===== src/tar_pkg.sv =====
// Shared types, constants and codes for the threshold alert rule.
package tar_pkg;

  localparam int NUM_SCOPES  = 4;
  localparam int NUM_METRICS = 16;

  localparam int SCOPE_W  = 2;
  localparam int METRIC_W = 4;
  localparam int REG_IDX_W = 3;
  localparam int DATA_W   = 32;

  // Configuration register indexes
  localparam logic [REG_IDX_W-1:0] REG_RULE_ENABLED   = 3'd0;
  localparam logic [REG_IDX_W-1:0] REG_DIRECTION      = 3'd1;
  localparam logic [REG_IDX_W-1:0] REG_WATCHED_METRIC = 3'd2;
  localparam logic [REG_IDX_W-1:0] REG_RULE_SCOPE     = 3'd3;
  localparam logic [REG_IDX_W-1:0] REG_RAISE_LEVEL    = 3'd4;
  localparam logic [REG_IDX_W-1:0] REG_CLEAR_LEVEL    = 3'd5;
  localparam logic [REG_IDX_W-1:0] REG_RAISE_HOLD_MS  = 3'd6;
  localparam logic [REG_IDX_W-1:0] REG_CLEAR_HOLD_MS  = 3'd7;

  typedef enum logic [3:0] {
    PH_IDLE       = 4'b0001,
    PH_PEND_RAISE = 4'b0010,
    PH_ACTIVE     = 4'b0100,
    PH_PEND_CLEAR = 4'b1000
  } phase_t;

  typedef enum logic [1:0] {
    CAUSE_NONE        = 2'd0,
    CAUSE_RECOVERED   = 2'd1,
    CAUSE_SOURCE_LOST = 2'd2,
    CAUSE_CTX_ENDED   = 2'd3
  } cause_t;

  typedef struct packed {
    logic                     enabled;
    logic                     direction;
    logic [METRIC_W-1:0]      metric;
    logic [SCOPE_W-1:0]       scope;
    logic signed [DATA_W-1:0] raise_level;
    logic signed [DATA_W-1:0] clear_level;
    logic [DATA_W-1:0]        raise_hold_ms;
    logic [DATA_W-1:0]        clear_hold_ms;
  } cfg_t;

  typedef struct packed {
    logic                     kind;
    logic [METRIC_W-1:0]      metric_id;
    logic                     sample_valid;
    logic signed [DATA_W-1:0] sample_value;
    logic [DATA_W-1:0]        time_ms;
    logic [SCOPE_W-1:0]       scope_id;
    logic                     scope_on;
  } item_t;

  typedef struct packed {
    logic                     raised;
    cause_t                   cause;
    logic [DATA_W-1:0]        incident;
    logic [DATA_W-1:0]        time_ms;
    logic signed [DATA_W-1:0] value;
    logic signed [DATA_W-1:0] threshold;
  } event_t;

endpackage


===== src/tar_cfg.sv =====
// Configuration register file of the threshold alert rule.
module tar_cfg (
  input  logic                         clk,
  input  logic                         rst_n,
  input  logic                         cfg_we,
  input  logic [tar_pkg::REG_IDX_W-1:0] cfg_index,
  input  logic [tar_pkg::DATA_W-1:0]   cfg_wdata,
  output tar_pkg::cfg_t                cfg
);
  import tar_pkg::*;

  cfg_t cfg_r, cfg_nxt;

  always_comb begin
    cfg_nxt = cfg_r;
    if (cfg_we) begin
      case (cfg_index)
        REG_RULE_ENABLED:   cfg_nxt.enabled       = cfg_wdata[0];
        REG_DIRECTION:      cfg_nxt.direction     = cfg_wdata[0];
        REG_WATCHED_METRIC: cfg_nxt.metric        = cfg_wdata[METRIC_W-1:0];
        REG_RULE_SCOPE:     cfg_nxt.scope         = cfg_wdata[SCOPE_W-1:0];
        REG_RAISE_LEVEL:    cfg_nxt.raise_level   = cfg_wdata;
        REG_CLEAR_LEVEL:    cfg_nxt.clear_level   = cfg_wdata;
        REG_RAISE_HOLD_MS:  cfg_nxt.raise_hold_ms = cfg_wdata;
        REG_CLEAR_HOLD_MS:  cfg_nxt.clear_hold_ms = cfg_wdata;
        default:            cfg_nxt = cfg_r;
      endcase
    end
  end

  always_ff @(posedge clk) begin
    if (!rst_n) begin
      cfg_r <= '0;
    end else begin
      cfg_r <= cfg_nxt;
    end
  end

  assign cfg = cfg_r;

endmodule


===== src/tar_core.sv =====
// Rule state and one-pass evaluation of a registered input word.
module tar_core (
  input  logic            clk,
  input  logic            rst_n,
  input  logic            fire,
  input  tar_pkg::cfg_t   cfg,
  input  tar_pkg::item_t  item,
  output logic            ev_valid,
  output tar_pkg::event_t ev
);
  import tar_pkg::*;

  phase_t                  phase_r, phase_nxt;
  logic [DATA_W-1:0]       start_r, start_nxt;
  logic signed [DATA_W-1:0] last_r, last_nxt;
  logic [DATA_W-1:0]       cur_inc_r, cur_inc_nxt;
  logic [DATA_W-1:0]       next_inc_r, next_inc_nxt;
  logic [NUM_SCOPES-1:0]   scope_act_r, scope_act_nxt;

  logic                    scope_ok, metric_hit, rs_active, has_inc;
  logic signed [DATA_W-1:0] v, rl, cl;
  logic                    want_raise, want_clear;
  logic [DATA_W-1:0]       elapsed, next_inc_inc;
  logic                    do_drop, do_raise, do_recover;
  cause_t                  drop_cause;

  assign scope_ok   = int'(item.scope_id) < NUM_SCOPES;
  assign metric_hit = (int'(item.metric_id) < NUM_METRICS) && (item.metric_id == cfg.metric);
  assign rs_active  = (int'(cfg.scope) < NUM_SCOPES) && scope_act_r[cfg.scope];
  assign has_inc    = (phase_r == PH_ACTIVE) || (phase_r == PH_PEND_CLEAR);

  assign v  = item.sample_value;
  assign rl = cfg.raise_level;
  assign cl = cfg.clear_level;
  assign want_raise = cfg.direction ? (v <= rl) : (v >= rl);
  assign want_clear = cfg.direction ? (v >= cl) : (v <= cl);
  assign elapsed      = item.time_ms - start_r;
  assign next_inc_inc = next_inc_r + 1'b1;

  always_comb begin
    phase_nxt     = phase_r;
    start_nxt     = start_r;
    last_nxt      = last_r;
    cur_inc_nxt   = cur_inc_r;
    next_inc_nxt  = next_inc_r;
    scope_act_nxt = scope_act_r;
    do_drop       = 1'b0;
    do_raise      = 1'b0;
    do_recover    = 1'b0;
    drop_cause    = CAUSE_NONE;
    ev_valid      = 1'b0;
    ev.raised     = 1'b0;
    ev.cause      = CAUSE_NONE;
    ev.incident   = cur_inc_r;
    ev.time_ms    = item.time_ms;
    ev.value      = last_r;
    ev.threshold  = cfg.raise_level;

    if (fire) begin
      if (item.kind) begin
        if (scope_ok && (scope_act_r[item.scope_id] != item.scope_on)) begin
          scope_act_nxt[item.scope_id] = item.scope_on;
          if (!item.scope_on && (cfg.scope == item.scope_id)) begin
            do_drop    = 1'b1;
            drop_cause = CAUSE_CTX_ENDED;
          end
        end
      end else if (metric_hit && cfg.enabled) begin
        if (!rs_active) begin
          do_drop    = 1'b1;
          drop_cause = CAUSE_CTX_ENDED;
        end else if (!item.sample_valid) begin
          do_drop    = 1'b1;
          drop_cause = CAUSE_SOURCE_LOST;
        end else begin
          last_nxt = item.sample_value;
          case (phase_r)
            PH_IDLE: begin
              if (want_raise) begin
                phase_nxt = PH_PEND_RAISE;
                start_nxt = item.time_ms;
                do_raise  = (cfg.raise_hold_ms == '0);
              end
            end
            PH_PEND_RAISE: begin
              if (!want_raise) begin
                phase_nxt = PH_IDLE;
              end else begin
                do_raise = (elapsed >= cfg.raise_hold_ms);
              end
            end
            PH_ACTIVE: begin
              if (want_clear) begin
                phase_nxt  = PH_PEND_CLEAR;
                start_nxt  = item.time_ms;
                do_recover = (cfg.clear_hold_ms == '0);
              end
            end
            PH_PEND_CLEAR: begin
              if (!want_clear) begin
                phase_nxt = PH_ACTIVE;
              end else begin
                do_recover = (elapsed >= cfg.clear_hold_ms);
              end
            end
            default: phase_nxt = PH_IDLE;
          endcase
        end
      end

      // drop to idle, ending any open incident
      if (do_drop) begin
        phase_nxt = PH_IDLE;
        if (has_inc) begin
          ev_valid    = 1'b1;
          ev.cause    = drop_cause;
          cur_inc_nxt = '0;
        end
      end

      if (do_raise) begin
        phase_nxt    = PH_ACTIVE;
        cur_inc_nxt  = next_inc_r;
        next_inc_nxt = (next_inc_inc == '0) ? {{(DATA_W-1){1'b0}}, 1'b1} : next_inc_inc;
        ev_valid     = 1'b1;
        ev.raised    = 1'b1;
        ev.incident  = next_inc_r;
        ev.value     = item.sample_value;
      end

      if (do_recover) begin
        phase_nxt   = PH_IDLE;
        cur_inc_nxt = '0;
        ev_valid    = 1'b1;
        ev.cause    = CAUSE_RECOVERED;
        ev.value    = item.sample_value;
      end
    end
  end

  always_ff @(posedge clk) begin
    if (!rst_n) begin
      phase_r    <= PH_IDLE;
      start_r    <= '0;
      last_r     <= '0;
      cur_inc_r  <= '0;
      next_inc_r <= {{(DATA_W-1){1'b0}}, 1'b1};
      for (int i = 0; i < NUM_SCOPES; i++) begin
        scope_act_r[i] <= (i == 0);
      end
    end else begin
      phase_r     <= phase_nxt;
      start_r     <= start_nxt;
      last_r      <= last_nxt;
      cur_inc_r   <= cur_inc_nxt;
      next_inc_r  <= next_inc_nxt;
      scope_act_r <= scope_act_nxt;
    end
  end

endmodule


===== src/threshold_alert_rule_top.sv =====
// Top level of the threshold alert rule: input register, rule core, result register.
//
//   channel  direction  handshake              payload
//   in_      in         in_valid / in_ready    kind, metric, sample, time, scope change
//   out_     out        out_valid / out_ready  raise or clear event (zero or one per word)
//   cfg_     in         cfg_we (no wait)       cfg_index, cfg_wdata
//
// A word waits in the input register, is evaluated there in a single pass against
// the rule state when it advances, and its event (if any) lands in the result
// register as the word leaves; one word per cycle sustained while the result
// register is not blocked.
// Reset (rst_n low, synchronous) empties both registers, clears configuration,
// puts the rule in idle with incident counter one and only scope zero active.
// A stalled result register holds the input register, which then drops in_ready.
module threshold_alert_rule_top (
  input  logic                          clk,
  input  logic                          rst_n,
  // input channel
  input  logic                          in_valid,
  output logic                          in_ready,
  input  logic                          in_kind,
  input  logic [tar_pkg::METRIC_W-1:0]  in_metric_id,
  input  logic                          in_sample_valid,
  input  logic signed [tar_pkg::DATA_W-1:0] in_sample_value,
  input  logic [tar_pkg::DATA_W-1:0]    in_time_ms,
  input  logic [tar_pkg::SCOPE_W-1:0]   in_scope_id,
  input  logic                          in_scope_on,
  // result channel
  output logic                          out_valid,
  input  logic                          out_ready,
  output logic                          out_event_raised,
  output logic [1:0]                    out_clear_cause,
  output logic [tar_pkg::DATA_W-1:0]    out_incident_number,
  output logic [tar_pkg::DATA_W-1:0]    out_event_time_ms,
  output logic signed [tar_pkg::DATA_W-1:0] out_event_value,
  output logic signed [tar_pkg::DATA_W-1:0] out_event_threshold,
  // configuration port
  input  logic                          cfg_we,
  input  logic [tar_pkg::REG_IDX_W-1:0] cfg_index,
  input  logic [tar_pkg::DATA_W-1:0]    cfg_wdata
);
  import tar_pkg::*;

  cfg_t   cfg;
  item_t  s1_item_r, s1_item_nxt;
  logic   s1_valid_r, s1_valid_nxt;
  event_t out_ev_r, out_ev_nxt;
  logic   out_valid_r, out_valid_nxt;
  logic   adv;
  logic   ev_valid;
  event_t ev;

  tar_cfg u_cfg (
    .clk       (clk),
    .rst_n     (rst_n),
    .cfg_we    (cfg_we),
    .cfg_index (cfg_index),
    .cfg_wdata (cfg_wdata),
    .cfg       (cfg)
  );

  // Advance the input word whenever the result register is free or being drained.
  assign adv      = s1_valid_r && (!out_valid_r || out_ready);
  assign in_ready = !s1_valid_r || adv;

  tar_core u_core (
    .clk      (clk),
    .rst_n    (rst_n),
    .fire     (adv),
    .cfg      (cfg),
    .item     (s1_item_r),
    .ev_valid (ev_valid),
    .ev       (ev)
  );

  always_comb begin
    s1_item_nxt  = s1_item_r;
    s1_valid_nxt = s1_valid_r;
    if (in_valid && in_ready) begin
      s1_valid_nxt              = 1'b1;
      s1_item_nxt.kind          = in_kind;
      s1_item_nxt.metric_id     = in_metric_id;
      s1_item_nxt.sample_valid  = in_sample_valid;
      s1_item_nxt.sample_value  = in_sample_value;
      s1_item_nxt.time_ms       = in_time_ms;
      s1_item_nxt.scope_id      = in_scope_id;
      s1_item_nxt.scope_on      = in_scope_on;
    end else if (adv) begin
      s1_valid_nxt = 1'b0;
    end
  end

  // Load the result register on advance; drop it once taken.
  always_comb begin
    out_ev_nxt    = out_ev_r;
    out_valid_nxt = out_valid_r;
    if (adv) begin
      out_valid_nxt = ev_valid;
      if (ev_valid) begin
        out_ev_nxt = ev;
      end
    end else if (out_ready) begin
      out_valid_nxt = 1'b0;
    end
  end

  always_ff @(posedge clk) begin
    if (!rst_n) begin
      s1_valid_r  <= 1'b0;
      out_valid_r <= 1'b0;
    end else begin
      s1_valid_r  <= s1_valid_nxt;
      out_valid_r <= out_valid_nxt;
    end
  end

  always_ff @(posedge clk) begin
    s1_item_r <= s1_item_nxt;
    out_ev_r  <= out_ev_nxt;
  end

  assign out_valid           = out_valid_r;
  assign out_event_raised    = out_ev_r.raised;
  assign out_clear_cause     = out_ev_r.cause;
  assign out_incident_number = out_ev_r.incident;
  assign out_event_time_ms   = out_ev_r.time_ms;
  assign out_event_value     = out_ev_r.value;
  assign out_event_threshold = out_ev_r.threshold;

  // Input side stalls only behind a full, blocked result register.
  a_stall_cause: assert property (@(posedge clk) disable iff (!rst_n)
    !in_ready |-> (s1_valid_r && out_valid_r && !out_ready))
    else $error("in_ready low without a blocked result register");

  // A raise never carries incident zero.
  a_raise_incident: assert property (@(posedge clk) disable iff (!rst_n)
    (out_valid && out_event_raised) |-> (out_incident_number != '0))
    else $error("raise event with incident number zero");

  // Raises carry no cause; clears always carry one.
  a_cause_kind: assert property (@(posedge clk) disable iff (!rst_n)
    out_valid |-> (out_event_raised == (out_clear_cause == CAUSE_NONE)))
    else $error("event kind and clear cause disagree");

  // A taken result with no new word behind it empties the result register.
  a_drain: assert property (@(posedge clk) disable iff (!rst_n)
    (out_valid && out_ready && !s1_valid_r) |=> !out_valid)
    else $error("result word repeated");

endmodule

===== config.mk =====
export PLATFORM = sky130hd
export DESIGN_NAME = threshold_alert_rule_top
export DESIGN_NICKNAME = d
export VERILOG_FILES = /design/src/tar_pkg.sv /design/src/tar_cfg.sv /design/src/tar_core.sv /design/src/threshold_alert_rule_top.sv
export SDC_FILE = /design/constraint.sdc
export NUM_CORES = 1
export LEC_CHECK = 0
export ABC_AREA = 1
export BUFFER_PORTS_ARGS = -buffer_cell sky130_fd_sc_hd__buf_4
export CORE_AREA = 4 4 261 263
export CTS_CLUSTER_DIAMETER = 30
export DETAILED_ROUTE_END_ITERATION = 10
export DIE_AREA = 0 0 265 267
export PLACE_DENSITY = 0.57
export SLEW_MARGIN = 20
export SYNTH_ARGS = -nofsm -noshare
export SYNTH_HDL_FRONTEND = slang
export SYNTH_SLANG_ARGS = --single-unit

===== constraint.sdc =====
create_clock -name clk -period 8.9 [get_ports clk]
set_clock_uncertainty 0.15 [all_clocks]
set_input_delay 0 -clock clk [delete_from_list [all_inputs] [get_ports clk]]
set_output_delay 0 -clock clk [all_outputs]
set_load 0.02 [all_outputs]

==> metrics.md <==
| Metric | Value |
|---|---|
| Required time of the critical path | `9.04 ns` |
| Synth Area in Adders | `8.85%` |
| Max-slew headroom | `42.2%` |
| Post_cts resized | `0` |
| Synthesized instance count | `2610` |
| CP arrival | `6.25 ns` |
| Routed vias/inst | `4.77` |
| Async SR Flop Fraction | `0%` |
| R2r startpoint | `s1_item_r[3]` |
| First-pass GRT wire length | `102000 microns` |
| Nets | `3367` |
| Worst-path clk slew | `0.05 ns` |
| MaxCap Viol Count | `0` |
| Post-synth EDFFs | `204` |
| DIE WIDTH | `265 microns` |
| Kind of critical path | `flop to flop` |
| DP Wirelength | `45100 microns` |
| Compound-gate portion of the synthesized area | `12.1%` |
| R2r endpoint | `out_event_time_ms[29]` |
| Vias in the first global route | `19377` |
| Design area | `31700 sq um` |
| Max clock buf depth | `3` |
| # clock sinks | `478` |
| # rows | `94` |
| Post-synthesis sequential area ratio | `50.8%` |
| DRC violation total after the first TritonRoute iteration | `1227` |
| Congestion Overflow GR | `0` |
| Final Cycle Share | `68.6%` |
| Htree depth | `3` |
| Worst setup startpoint | `s1_item_r[3]` |
| Worst Max-Slew Pin Slew | `0.867 ns` |
| Post-synthesis simple-gate area fraction | `17.8%` |
| Layout filler cell count | `6055` |
| Final max-slew violation count | `0` |
| Sequential cell area | `11600 sq um` |
| DRT Pass-1 Iters | `6` |
| Syn Nets | `2884` |
| Skew-Pair Late Insertion Delay | `0.68 ns` |
| Mux share of post-synthesis cell area | `1.58%` |
| Post-DRT Antenna Nets | `0` |
| Main synth FF type | `dfxtp_1` |
| Die ar. | `70800 sq um` |
| Largest net degree at the start of global routing | `97` |
| P_leak | `12.9 nW` |
| Setup TNS | `0 ns` |
| FF-to-FF path depth | `25` |
| Period minus WS final | `6.11 ns` |
| Post-synth top area cell | `edfxtp_1` |
| Top post-synthesis cells by area | `edfxtp_1 27%, dfxtp_1 24%, ha_1 8.8%` |
| Crit-path max FO | `86` |
| Max FFs per register | `136` |
| Yosys top cell area share | `26.8%` |
| GPL Wtd Cong | `0.859` |
| Slowest library cell on the worst path | `inv_6` |
| Footprint of the multi-input gates | `9760 sq um` |
| Synthesized area per cell | `8.76 sq um` |
| Number of antenna violations at the first check in global routing | `2` |
| Die Height | `267 microns` |
| Num ports | `246` |
| All-Layer GR Usage | `18.0%` |
| CP Capture Type | `flop` |
| Port Buffer Count | `245` |
| Flop-to-flop setup slack | `2.79 ns` |
| WL/cell | `16.0 microns` |
| Core area | `65600 sq um` |
| FMAX | `0.164 GHz` |
| CTS buffer count | `111` |
| Min Hold Slack | `0.0848 ns` |
| Unique masters post-synth | `49` |
| Crit path capture | `out_event_time_ms[29]` |
| Wirelength, routed | `64900 microns` |
| XOR/XNOR share of the synthesized area | `2.45%` |
| # setup viols final | `0` |
| Unrepaired setup endpoints after global routing | `no` |
| Hold Path Class | `primary input to flop` |
| Synth Cell Area | `22900 sq um` |
| Most common cell on crit path | `nand2_1` |
| Setup Fix Bufs, Post-CTS | `0` |
| Main combinational cell family by area after synthesis | `simple AND/OR/NAND/NOR gates` |
| VDD IR-drop max | `166 uV` |
| PD cells | `230 nW/um^2` |
| Placed Area | `25400 sq um` |
| Final hold violation count | `0` |
| Layout cells sized above 1 | `15.7%` |
| CTS tree | `done` |
| Crit start category | `flop` |
| Outcome | `complete, no violations` |
| Via count | `19344` |
| # DRC | `0` |
| Yosys warning count | `0` |
| Worst path max stage delay | `0.56 ns` |
| P&R area growth vs syn | `38.7%` |
| Starting density of the core | `34.8%` |
| Yosys reg bits | `478` |
| Root Driver | `clkbuf_16` |
-- stage by stage --
stage,cells,utilization [%],power [mW],worst slack (ns)
floorplan,2610,-,2.67,3.73
global placement,3638,38.7,2.81,2.73
detailed placement,3638,38.7,2.83,2.69
CTS,4055,48.2,7.36,2.63
global route,4057,48.3,7.56,2.05
finish,4058,48.3,7.30,2.79
-- routing by layer --
| layer | up-vias | track usage (%) | share of wire, % |
|---|---|---|---|
| li1 | 9747 | - | - |
| met1 | 9049 | 23.3 | 46 |
| met2 | 440 | 30.4 | 47 |
| met3 | 106 | 3.46 | 5.0 |
| met4 | 2 | 5.97 | 2.4 |
| met5 | - | 0 | 0.020 |
-- what timing repair did --
action | CTS | global route
hold buffers | 205 | 0
endpoints found under the setup margin | 0 | 0
hold endpoints to repair | 266 | 0
-- report_power, final --
part	switching (mW)	internal (mW)	leakage (nW)
sequential	0.0316	2.33	3.99
combinational	0.278	0.224	6.86
clock	1.36	3.08	2.00
total	1.67	5.63	12.9
-- worst max-delay path: cells and delay by family (launching register included) --
kind                     cells  cell delay (ns)
AND/OR/NAND/NOR             11             1.49
AO/OA/AOI/OAI                6             1.39
buffers and inverters        4             1.23
adder cells (fa/ha/maj)      3             0.83
flip-flops                   1             0.41
XOR/XNOR                     1             0.17
-- cells in the mapped netlist, types with 8 or more instances --
master and number:
inv_1 259, buf_6 10, inv_2 8, buf_2 9
mux2_2 17, edfxtp_1 204, nor3_1 28, nand3b_1 8
xnor2_1 20, o21ai_0 212, nand3_1 70, dfxtp_1 274
nor2_1 324, nand4_1 32, a21oi_1 272, nand2_1 494
o21bai_1 10, mux2_1 15, ha_1 160, xor2_1 44
clkbuf_1 68
-- final cells by class --
class	instances	share of cell area (%)
multi-input cells	1767	30.8
clock buffers	130	9.41
repair buffers	464	12.7
well taps	864	3.41
clock inverters	82	3.78
flip-flops and latches	478	36.6
inverters	271	3.23
diodes	2	0.0158
-- kinds of logic after synthesis --
family	after synthesis
compound gates	527
xor+xnor	64
fa+ha+maj	161
buf+inv	365
flops	478
mux	32
simple gates	983
-- cell usage in the layout (no fill, tap or decap), types with 11 or more instances in the layout --
cell           synthesis  final
dfxtp_1              274    274
nand4_1               32     32
buf_4                  6    256
a21oi_1              272    272
clkinv_4               0     12
nand3_1               70     70
o21ai_0              212    212
edfxtp_1             204    204
mux2_2                17     17
bufinv_16              0     23
mux2_1                15     15
clkbuf_16              0    114
ha_1                 160    160
clkinvlp_4             0     13
nor2_1               324    324
xnor2_1               20     20
clkinv_1               4     11
nor3_1                28     28
inv_1                259    258
clkinv_2               0     18
xor2_1                44     44
nand2_1              494    493
dlygate4sd3_1          0    205
-- how the worst min path moves through the flow --
stage	from	end	cells after the start
2_1_floorplan	in_scope_on	s1_item_r[0]	0
3_3_place_gp	in_time_ms[17]	s1_item_r[20]	1
3_5_place_dp	in_sample_value[6]	s1_item_r[41]	1
4_1_cts	cfg_wdata[0]	u_cfg.cfg[0]	4
5_1_grt	cfg_wdata[2]	u_cfg.cfg[2]	4
6_report	cfg_wdata[6]	u_cfg.cfg[102]	4
(Power assumes the default switching activity.)
